$ cat src/hw/rtl/dba_pkg.sv
// shared types, codes and zone table for the block availability map allocator
`timescale 1ns / 1ps

package dba_pkg;

    // operation codes carried on the input tuser
    localparam logic [1:0] MODE_ALLOC = 2'd0;
    localparam logic [1:0] MODE_USED  = 2'd1;
    localparam logic [1:0] MODE_FREE  = 2'd2;
    localparam logic [1:0] MODE_QUERY = 2'd3;

    // result status codes carried on the output tuser
    localparam logic [2:0] ST_OK        = 3'd0;
    localparam logic [2:0] ST_DIR_FULL  = 3'd1;
    localparam logic [2:0] ST_DISK_FULL = 3'd2;
    localparam logic [2:0] ST_CORRUPT   = 3'd3;
    localparam logic [2:0] ST_ILLEGAL   = 3'd4;

    localparam logic [6:0] DIR_TRACK      = 7'd18;
    localparam logic [5:0] DEFAULT_TRACKS = 6'd35;
    localparam int         CNT_W          = 5;

    typedef struct packed {
        logic [2:0]       status;
        logic [5:0]       track;
        logic [4:0]       sector;
        logic             entry_free;
        logic [CNT_W-1:0] track_free_count;
        logic [9:0]       disk_free_count;
    } t_result;

    // sectors per track by zone, before any cap
    function automatic logic [CNT_W-1:0] zone_count(input logic [6:0] t);
        logic [CNT_W-1:0] n;
        if (t == 7'd0)       n = 5'd0;
        else if (t <= 7'd17) n = 5'd21;
        else if (t <= 7'd24) n = 5'd19;
        else if (t <= 7'd30) n = 5'd18;
        else                 n = 5'd17;
        return n;
    endfunction

endpackage

$ cat src/hw/rtl/dba_ram.sv
// generic single write port ram with registered read
`timescale 1ns / 1ps

module dba_ram #(
    parameter int WIDTH = 26,
    parameter int DEPTH = 41
) (
    input  logic                     i_clk,
    input  logic                     i_we,
    input  logic [$clog2(DEPTH)-1:0] i_waddr,
    input  logic [WIDTH-1:0]         i_wdata,
    input  logic [$clog2(DEPTH)-1:0] i_raddr,
    output logic [WIDTH-1:0]         o_rdata
);

    logic [WIDTH-1:0] r_mem [DEPTH];
    logic [WIDTH-1:0] r_rdata;

    always_ff @(posedge i_clk) begin
        if (i_we) begin
            r_mem[i_waddr] <= i_wdata;
        end
        r_rdata <= r_mem[i_raddr];
    end

    assign o_rdata = r_rdata;

endmodule

$ cat src/hw/rtl/disk_block_allocator_interleave_top.sv
// block availability map allocator: top level with sequencer and map ram
`timescale 1ns / 1ps
// usage
//   slave channel: one beat is one request; tuser holds the mode (allocate,
//   mark used, mark free, query), tdata the track, sector and interleave
//   master channel: one beat per request; tuser holds the status, tdata the
//   resulting track, sector, entry free flag, track and disk free counts
//   config: i_cfg_we with i_cfg_wdata sets the highest usable track; values
//   above MAX_TRACKS act as MAX_TRACKS; the disk free count is then rebuilt
// timing
//   mark used / mark free / query: accept, then the update in S_MARK
//   allocate: accept, then S_SCAN over the tracks (one map ram read each),
//   then S_WALK over the walk positions (one add/compare each)
//   one request at a time: s_axis_tready is high only while the sequencer idles
// reset
//   map reads as a freshly formatted disk through per-track valid bits;
//   the disk free count is rebuilt with s_axis_tready low, through S_PRIME
//   and S_RECOUNT after reset and through S_RECOUNT after a config write
// stalls
//   a result waits in the output register; a finished request only retires
//   (and updates the map) once that register is free or being taken

module disk_block_allocator_interleave_top #(
    parameter int MAX_TRACKS  = 40,
    parameter int MAX_SECTORS = 21
) (
    input  logic        i_clk,
    input  logic        i_rst_n,
    // config write
    input  logic        i_cfg_we,
    input  logic [5:0]  i_cfg_wdata,   // tracks_in_use
    // request beats
    input  logic        s_axis_tvalid,
    output logic        s_axis_tready,
    input  logic [15:0] s_axis_tdata,  // track[5:0], sector[10:6], interleave[15:11]
    input  logic [1:0]  s_axis_tuser,  // mode[1:0]
    // result beats
    output logic        m_axis_tvalid,
    input  logic        m_axis_tready,
    output logic [31:0] m_axis_tdata,  // result_track[5:0], result_sector[10:6],
                                       // entry_free[11], track_free_count[16:12],
                                       // disk_free_count[26:17], zero[31:27]
    output logic [2:0]  m_axis_tuser   // status[2:0]
);

    localparam int         CW       = dba_pkg::CNT_W;
    localparam int         IW       = $clog2(MAX_TRACKS + 1);
    localparam int         DW       = MAX_SECTORS + CW;
    localparam logic [6:0] LP_MAX_T = 7'(MAX_TRACKS);
    localparam logic [CW-1:0] LP_MAX_S = CW'(MAX_SECTORS);
    localparam logic [MAX_SECTORS-1:0] LP_ONE = MAX_SECTORS'(1);

    typedef enum logic [2:0] {
        S_PRIME,
        S_RECOUNT,
        S_IDLE,
        S_SCAN,
        S_WALK,
        S_MARK
    } t_state;

    // sector count of a track, capped by the map width and zero beyond MAX_TRACKS
    function automatic logic [CW-1:0] f_zone(input logic [6:0] t);
        logic [CW-1:0] n;
        n = dba_pkg::zone_count(t);
        if (t > LP_MAX_T) n = '0;
        if (n > LP_MAX_S) n = LP_MAX_S;
        return n;
    endfunction

    // freshly formatted bitmap of a track
    function automatic logic [MAX_SECTORS-1:0] f_rst_map(input logic [6:0] t);
        logic [MAX_SECTORS-1:0] m;
        m = ~({MAX_SECTORS{1'b1}} << f_zone(t));
        if (t == dba_pkg::DIR_TRACK) m[1:0] = 2'b00;
        return m;
    endfunction

    function automatic logic [CW-1:0] f_rst_cnt(input logic [6:0] t);
        logic [CW-1:0] n;
        n = f_zone(t);
        if (t == dba_pkg::DIR_TRACK) n = n - CW'(2);
        return n;
    endfunction

    t_state                 r_state, n_state;
    logic [6:0]             r_t, n_t;          // current track of scan or sweep
    logic [IW-1:0]          r_idx, n_idx;      // ram address behind r_t
    logic [1:0]             r_mode, n_mode;
    logic [5:0]             r_trk, n_trk;
    logic [4:0]             r_sec, n_sec;
    logic [4:0]             r_il, n_il;
    logic [MAX_SECTORS-1:0] r_map, n_map;      // bitmap of the chosen track
    logic [CW-1:0]          r_cnt, n_cnt;
    logic [5:0]             r_s, n_s;          // walk position
    logic [4:0]             r_revs, n_revs;    // walk pass counter
    logic [9:0]             r_sum, n_sum;
    logic [9:0]             r_disk_free, n_disk_free;
    logic [5:0]             r_limit, n_limit;
    logic [MAX_TRACKS:0]    r_valid, n_valid;
    logic                   r_o_tvalid, n_o_tvalid;
    dba_pkg::t_result       r_o_res, n_o_res;

    logic                   ram_we;
    logic [DW-1:0]          ram_wdata;
    logic [DW-1:0]          ram_rdata;

    logic [MAX_SECTORS-1:0] e_map;
    logic [CW-1:0]          e_cnt;
    logic [CW-1:0]          zc;
    logic                   out_free;
    logic                   t_use;
    logic                   bit_sel;
    logic [6:0]             t_nx;
    logic [5:0]             s2;
    logic [4:0]             rv2;
    logic [MAX_SECTORS-1:0] new_map;
    logic [CW-1:0]          new_cnt;
    logic [9:0]             new_df;
    logic                   new_bit;
    logic [MAX_SECTORS-1:0] sec_mask;

    dba_ram #(
        .WIDTH (DW),
        .DEPTH (MAX_TRACKS + 1)
    ) u_map_ram (
        .i_clk   (i_clk),
        .i_we    (ram_we),
        .i_waddr (r_idx),
        .i_wdata (ram_wdata),
        .i_raddr (n_idx),
        .o_rdata (ram_rdata)
    );

    // entry of the current track; never written entries read as formatted
    always_comb begin
        if (r_valid[r_idx]) begin
            e_map = ram_rdata[DW-1:CW];
            e_cnt = ram_rdata[CW-1:0];
        end else begin
            e_map = f_rst_map(7'(r_idx));
            e_cnt = f_rst_cnt(7'(r_idx));
        end
    end

    assign s_axis_tready = (r_state == S_IDLE);
    assign out_free      = !r_o_tvalid || m_axis_tready;
    assign zc            = f_zone(r_t);
    assign t_use         = (r_t != 7'd0) && (r_t <= {1'b0, r_limit});

    always_comb begin
        n_state     = r_state;
        n_t         = r_t;
        n_mode      = r_mode;
        n_trk       = r_trk;
        n_sec       = r_sec;
        n_il        = r_il;
        n_map       = r_map;
        n_cnt       = r_cnt;
        n_s         = r_s;
        n_revs      = r_revs;
        n_sum       = r_sum;
        n_disk_free = r_disk_free;
        n_limit     = r_limit;
        n_valid     = r_valid;
        n_o_tvalid  = r_o_tvalid && !m_axis_tready;
        n_o_res     = r_o_res;
        ram_we      = 1'b0;
        t_nx        = r_t + 7'd1;
        s2          = r_s + {1'b0, r_il};
        rv2         = r_revs;
        sec_mask    = '0;
        bit_sel     = 1'b0;
        new_map     = e_map;
        new_cnt     = e_cnt;
        new_df      = r_disk_free;
        new_bit     = 1'b0;

        unique case (r_state)
            S_PRIME: begin
                n_t     = 7'd1;
                n_sum   = '0;
                n_state = S_RECOUNT;
            end

            S_RECOUNT: begin
                // one track count per cycle into the running sum
                if (r_t > {1'b0, r_limit}) begin
                    n_disk_free = r_sum;
                    n_state     = S_IDLE;
                end else begin
                    if (r_t != dba_pkg::DIR_TRACK) begin
                        n_sum = r_sum + 10'(e_cnt);
                    end
                    n_t = t_nx;
                end
            end

            S_IDLE: begin
                if (s_axis_tvalid) begin
                    n_mode  = s_axis_tuser;
                    n_trk   = s_axis_tdata[5:0];
                    n_sec   = s_axis_tdata[10:6];
                    n_il    = s_axis_tdata[15:11];
                    n_t     = {1'b0, s_axis_tdata[5:0]};
                    n_state = (s_axis_tuser == dba_pkg::MODE_ALLOC) ? S_SCAN : S_MARK;
                end
            end

            S_SCAN: begin
                if (t_use && (e_cnt != '0)) begin
                    n_map   = e_map;
                    n_cnt   = e_cnt;
                    n_s     = '0;
                    n_revs  = '0;
                    n_state = S_WALK;
                end else if (r_t == dba_pkg::DIR_TRACK) begin
                    if (out_free) begin
                        n_o_tvalid = 1'b1;
                        n_o_res    = '{dba_pkg::ST_DIR_FULL, r_trk, 5'd0, 1'b0,
                                       '0, r_disk_free};
                        n_state    = S_IDLE;
                    end
                end else begin
                    // skip the directory track when stepping forward
                    if (t_nx == dba_pkg::DIR_TRACK) t_nx = t_nx + 7'd1;
                    if (t_nx > {1'b0, r_limit}) begin
                        if (out_free) begin
                            n_o_tvalid = 1'b1;
                            n_o_res    = '{dba_pkg::ST_DISK_FULL, r_trk, 5'd0, 1'b0,
                                           '0, r_disk_free};
                            n_state    = S_IDLE;
                        end
                    end else begin
                        n_t = t_nx;
                    end
                end
            end

            S_WALK: begin
                sec_mask = LP_ONE << r_s;
                bit_sel  = (r_s < {1'b0, zc}) && ((r_map & sec_mask) != '0);
                if (bit_sel) begin
                    if (out_free) begin
                        new_map   = r_map & ~sec_mask;
                        new_cnt   = r_cnt - CW'(1);
                        if (r_t != dba_pkg::DIR_TRACK) new_df = r_disk_free - 10'd1;
                        ram_we    = 1'b1;
                        n_valid[r_idx] = 1'b1;
                        n_disk_free    = new_df;
                        n_o_tvalid     = 1'b1;
                        n_o_res        = '{dba_pkg::ST_OK, r_t[5:0], r_s[4:0], 1'b0,
                                           new_cnt, new_df};
                        n_state        = S_IDLE;
                    end
                end else begin
                    // wrap restarts the walk at the next pass offset
                    if (s2 >= {1'b0, zc}) begin
                        rv2 = r_revs + 5'd1;
                        s2  = {1'b0, rv2};
                    end
                    if (rv2 == r_il) begin
                        if (out_free) begin
                            n_o_tvalid = 1'b1;
                            n_o_res    = '{dba_pkg::ST_CORRUPT, r_t[5:0], 5'd0, 1'b0,
                                           r_cnt, r_disk_free};
                            n_state    = S_IDLE;
                        end
                    end else begin
                        n_s    = s2;
                        n_revs = rv2;
                    end
                end
            end

            S_MARK: begin
                sec_mask = LP_ONE << r_sec;
                bit_sel  = (e_map & sec_mask) != '0;
                if (out_free) begin
                    n_o_tvalid = 1'b1;
                    n_state    = S_IDLE;
                    if (!t_use || ({1'b0, r_sec} >= 6'(zc))) begin
                        n_o_res = '{dba_pkg::ST_ILLEGAL, r_trk, r_sec, 1'b0,
                                    '0, r_disk_free};
                    end else begin
                        new_bit = bit_sel;
                        case (r_mode)
                            dba_pkg::MODE_USED: begin
                                new_map = e_map & ~sec_mask;
                                new_bit = 1'b0;
                                if (bit_sel) begin
                                    new_cnt = e_cnt - CW'(1);
                                    new_df  = r_disk_free - 10'd1;
                                end
                            end
                            dba_pkg::MODE_FREE: begin
                                new_map = e_map | sec_mask;
                                new_bit = 1'b1;
                                if (!bit_sel) begin
                                    new_cnt = e_cnt + CW'(1);
                                    new_df  = r_disk_free + 10'd1;
                                end
                            end
                            default: begin
                                new_map = e_map;
                            end
                        endcase
                        if (r_t == dba_pkg::DIR_TRACK) new_df = r_disk_free;
                        ram_we         = 1'b1;
                        n_valid[r_idx] = 1'b1;
                        n_disk_free    = new_df;
                        n_o_res        = '{dba_pkg::ST_OK, r_trk, r_sec, new_bit,
                                           new_cnt, new_df};
                    end
                end
            end

            default: begin
                n_state = S_PRIME;
            end
        endcase

        // register write: new limit, then rebuild the disk free count
        if (i_cfg_we) begin
            n_limit = (i_cfg_wdata > 6'(MAX_TRACKS)) ? 6'(MAX_TRACKS) : i_cfg_wdata;
            n_t     = 7'd1;
            n_sum   = '0;
            n_state = S_RECOUNT;
        end

        n_idx = (n_t > LP_MAX_T) ? '0 : n_t[IW-1:0];
    end

    assign ram_wdata = (r_state == S_WALK) ? {new_map, new_cnt} : {new_map, new_cnt};

    always_ff @(posedge i_clk) begin
        if (!i_rst_n) begin
            r_state     <= S_PRIME;
            r_t         <= '0;
            r_idx       <= '0;
            r_limit     <= dba_pkg::DEFAULT_TRACKS;
            r_valid     <= '0;
            r_o_tvalid  <= 1'b0;
            r_sum       <= '0;
            r_disk_free <= '0;
        end else begin
            r_state     <= n_state;
            r_t         <= n_t;
            r_idx       <= n_idx;
            r_limit     <= n_limit;
            r_valid     <= n_valid;
            r_o_tvalid  <= n_o_tvalid;
            r_sum       <= n_sum;
            r_disk_free <= n_disk_free;
        end
        r_mode  <= n_mode;
        r_trk   <= n_trk;
        r_sec   <= n_sec;
        r_il    <= n_il;
        r_map   <= n_map;
        r_cnt   <= n_cnt;
        r_s     <= n_s;
        r_revs  <= n_revs;
        r_o_res <= n_o_res;
    end

    assign m_axis_tvalid = r_o_tvalid;
    assign m_axis_tuser  = r_o_res.status;
    assign m_axis_tdata  = {5'd0, r_o_res.disk_free_count, r_o_res.track_free_count,
                            r_o_res.entry_free, r_o_res.sector, r_o_res.track};

    // walk pass counter never passes the interleave
    a_walk_revs: assert property (@(posedge i_clk) disable iff (!i_rst_n)
        (r_state == S_WALK) |-> (r_revs <= r_il))
        else $error("walk pass counter beyond interleave");

    // one request at a time
    a_one_req: assert property (@(posedge i_clk) disable iff (!i_rst_n)
        (s_axis_tvalid && s_axis_tready) |=> !s_axis_tready)
        else $error("request taken while busy");

    // a config write holds off requests during the rebuild
    a_cfg_hold: assert property (@(posedge i_clk) disable iff (!i_rst_n)
        i_cfg_we |=> (r_state == S_RECOUNT))
        else $error("no rebuild after config write");

    // a successful result never reports more free sectors than a track holds
    a_cnt_range: assert property (@(posedge i_clk) disable iff (!i_rst_n)
        (r_o_tvalid && (r_o_res.status == dba_pkg::ST_OK))
            |-> (r_o_res.track_free_count <= LP_MAX_S))
        else $error("track free count out of range");

endmodule
$ cat config.mk
export PLATFORM = sky130hd
export DESIGN_NAME = disk_block_allocator_interleave_top
export DESIGN_NICKNAME = d
export VERILOG_FILES = /design/src/hw/rtl/dba_pkg.sv /design/src/hw/rtl/dba_ram.sv /design/src/hw/rtl/disk_block_allocator_interleave_top.sv
export SDC_FILE = /design/constraint.sdc
export NUM_CORES = 2
export LEC_CHECK = 0
export BUFFER_PORTS_ARGS = -buffer_cell sky130_fd_sc_hd__buf_2
export CORE_ASPECT_RATIO = 1.1
export CORE_MARGIN = 2
export CORE_UTILIZATION = 65
export CTS_CLUSTER_DIAMETER = 80
export DETAILED_ROUTE_END_ITERATION = 7
export PLACE_DENSITY_LB_ADDON = 0.05
export SLEW_MARGIN = 20
export SYNTH_ARGS = -nofsm -noshare
export SYNTH_HDL_FRONTEND = slang
export SYNTH_HIERARCHICAL = 1
export SYNTH_SLANG_ARGS = --single-unit
$ cat constraint.sdc
create_clock -name i_clk -period 15.7 [get_ports i_clk]
set_input_delay 1.57 -clock i_clk [delete_from_list [all_inputs] [get_ports i_clk]]
set_output_delay 1.57 -clock i_clk [all_outputs]
set_load 0.05 [all_outputs]
==> impl_metrics.json <==
{
  "status": "completed",
  "rsz0062_at_grt": "false",
  "hold_ws_ps": 449.7,
  "cts_tree": "done",
  "ys_warn_count": 6,
  "ioPinCount": 66,
  "die_h_um": 309.2,
  "fin_cells": 4984,
  "grt_max_degree": 137,
  "arrival_ps": 9440,
  "finalClockSkew_ps": 40.70,
  "clkSinkCount": 1261,
  "cts_hold_buf": 0,
  "criticalPathCategory": "flop to flop",
  "grtUsageTotal_pct": 36.40,
  "gr-total-overflow": 0,
  "place_hpwl_mm": 95.46,
  "setup_tns_ps": 0,
  "fp.coreArea_mm2": 0.08361,
  "die-area_mm2": 0.08701,
  "drt-pass1-iter-count": 6,
  "antenna_left": 0,
  "relSlewSlack_pct": 23.71,
  "synth_edf_count": 1151,
  "post_cts_buffers": 0,
  "antenna_cells": 0,
  "htreeDepth": 3,
  "cts.clk_slew.worst_paths_ps": 60,
  "drc_errors": 0,
  "worstPathRequired_ps": 16260,
  "vias": 34836,
  "wire_per_inst_um": 31.63,
  "max-vdd-ir-drop_mv": 0.1315,
  "cp_max_fo": 50,
  "wl_mm": 157.7,
  "io_buffers": 60,
  "hold_path_class": "flop to flop",
  "nets": 3832,
  "use_met3_pct": 5.846,
  "vias_per_cell": 6.990,
  "grt-busiest-layer": "met2",
  "grt_pass1_wl_mm": 228.2,
  "syn_area_mm2": 0.05503,
  "clkLatencyLatePin_ps": 720,
  "cts_buffers": 118,
  "layout-drive-gt1-share_pct": 16.53,
  "clock_path_buffers": 3,
  "grt_antenna_before_repair": 1,
  "synth-seq-cells": 1261,
  "place_congestion": 0.9735,
  "met1_usage_pct": 47.78,
  "grt_pass1_vias": 33917,
  "synthCells": 3705,
  "layout_common_cells": "1151 x edfxtp_1, 394 x mux2i_1, 201 x nand2_1",
  "setup_viol": 0,
  "place_inst": 4752,
  "grt.met2_usage_pct": 59.09,
  "start_kind": "flop",
  "cts_root_buf": "clkbuf_16",
  "finalMaxSlewViolations": 0,
  "endpoint_kind": "flop",
  "worst_pin_slew_ps": 1132,
  "final_hold_viol_count": 0,
  "synth_area_per_cell_um2": 14.85,
  "ys.flop_type": "edfxtp_1",
  "cts_resized": 0,
  "timing.final.crit_share_pct": 56.54,
  "rows": 111,
  "synth_cell_types": 118,
  "drtIter0Drc": 4139,
  "fmax_ghz": 0.1127,
  "period_needed_ps": 8877,
  "cellPowerDensity_mw_per_mm2": 122.7,
  "area_delta_synth_final_pct": 11.05,
  "fp.dieW_um": 281.4,
  "start_util_pct": 65.82,
  "synthArstFlopShare_pct": 0,
  "final_common_cell": "edfxtp_1",
  "total_leakage_power_nw": 21.64,
  "seq_area_frac_synth_pct": 66.81,
  "maxCapViolations": 0
}
through the flow:
stage	power (W)	area, µm²	setup slack [ps]	utilization [%]
after floorplan	0.004314	55050	9001	-
final	0.007499	61110	6823	73.09
after global placement	0.004522	56720	7135	67.84
after detailed placement	0.004547	56760	7021	67.88
after CTS	0.007479	60840	6978	72.77
after global routing	0.007671	61110	6428	73.09
sequential cells by signal, indices dropped and copies added (netlist names), 5 cells and up:
signal             flops
u_map_ram/o_rdata     26
r_valid               41
m_axis_tdata          27
u_map_ram/r_mem     1066
r_trk                  6
r_map                 21
r_cnt                  5
r_revs                 5
r_disk_free           10
r_limit                6
r_sum                 10
r_idx                  6
r_sec                  5
r_s                    6
r_il                   5
r_t                    7
area by class of cell:
cell class,instances,area [µm²]
inverters,59,221.5
flip-flops and latches,1261,36770
repair buffers,176,1421
multi-input cells,2136,17200
fillers,5245,22500
clock inverters,79,970.9
clock buffers,143,3118
well taps,1130,1414
final timing paths:
check	from	to	slack, ps	cells past startpoint
hold reg to reg	r_valid[17]	r_valid[17]	450	2
hold / removal	r_valid[17]	r_valid[17]	450	2
setup / recovery	r_idx[0]	u_map_ram/o_rdata[24]	6820	24
setup reg to reg	r_idx[0]	u_map_ram/o_rdata[24]	6820	24
kinds of logic after synthesis:
group                    share of synthesized area, %
flip-flops                                      66.81
AO/OA/AOI/OAI                                   10.82
AND/OR/NAND/NOR                                 5.980
multiplexers                                    11.47
buffers and inverters                           2.913
adder cells (fa/ha/maj)                         1.187
XOR/XNOR                                       0.8117
other                                        0.006815
metal layers:
metal / vias up / part of all wire (%) / wire [µm]
li1: 14696 / - / -
met1: 17633 / 37 / 58520
met2: 2096 / 48 / 75200
met3: 409 / 9.2 / 14470
met4: 2 / 6.0 / 9455
met5: - / 0.0057 / 9
power breakdown:
part           switching (W)  leakage (nW)  internal (W)  total (W)
Sequential         0.0000242          11.3       0.00379    0.00381
Combinational       0.000471          8.39      0.000230   0.000701
Clock                0.00125          1.96       0.00173    0.00299
Total                0.00175          21.6       0.00575    0.00750
cells in the mapped netlist, types with 32 or more instances:
cell type | count | area share, %
a21oi_1 | 166 | 1.5
a221oi_1 | 56 | 0.89
a22o_1 | 56 | 0.89
a22oi_1 | 97 | 1.3
buf_2 | 32 | 0.29
buf_4 | 35 | 0.48
clkbuf_1 | 134 | 0.91
dfxtp_1 | 110 | 4.0
edfxtp_1 | 1151 | 63
ha_1 | 49 | 1.1
inv_1 | 54 | 0.37
mux2i_1 | 394 | 7.2
mux4_2 | 89 | 3.6
nand2_1 | 201 | 1.4
nand3_1 | 56 | 0.51
nor2_1 | 197 | 1.3
nor3_1 | 39 | 0.35
o21ai_0 | 151 | 1.4
o22ai_1 | 58 | 0.66
xnor2_1 | 32 | 0.51
critical path, stage by stage (launching register included):
cell      delay, ps
dfxtp_2         310
buf_4           440
mux2_1          380
a221o_1         360
a32oi_1         260
nand4_2         360
nor2_4          330
mux2_2          420
inv_1           300
ha_1            370
nor3b_1         380
nor2b_1         340
or3_1           160
nand4_1          90
a221oi_1        400
o211a_1         270
o221ai_4        230
nor2b_4         170
buf_4           690
buf_4           720
mux4_2          590
mux2i_1         160
o21ai_0         260
nand2_1         440
o41ai_2         150
No activity file was read; power rests on OpenSTA's default activity.
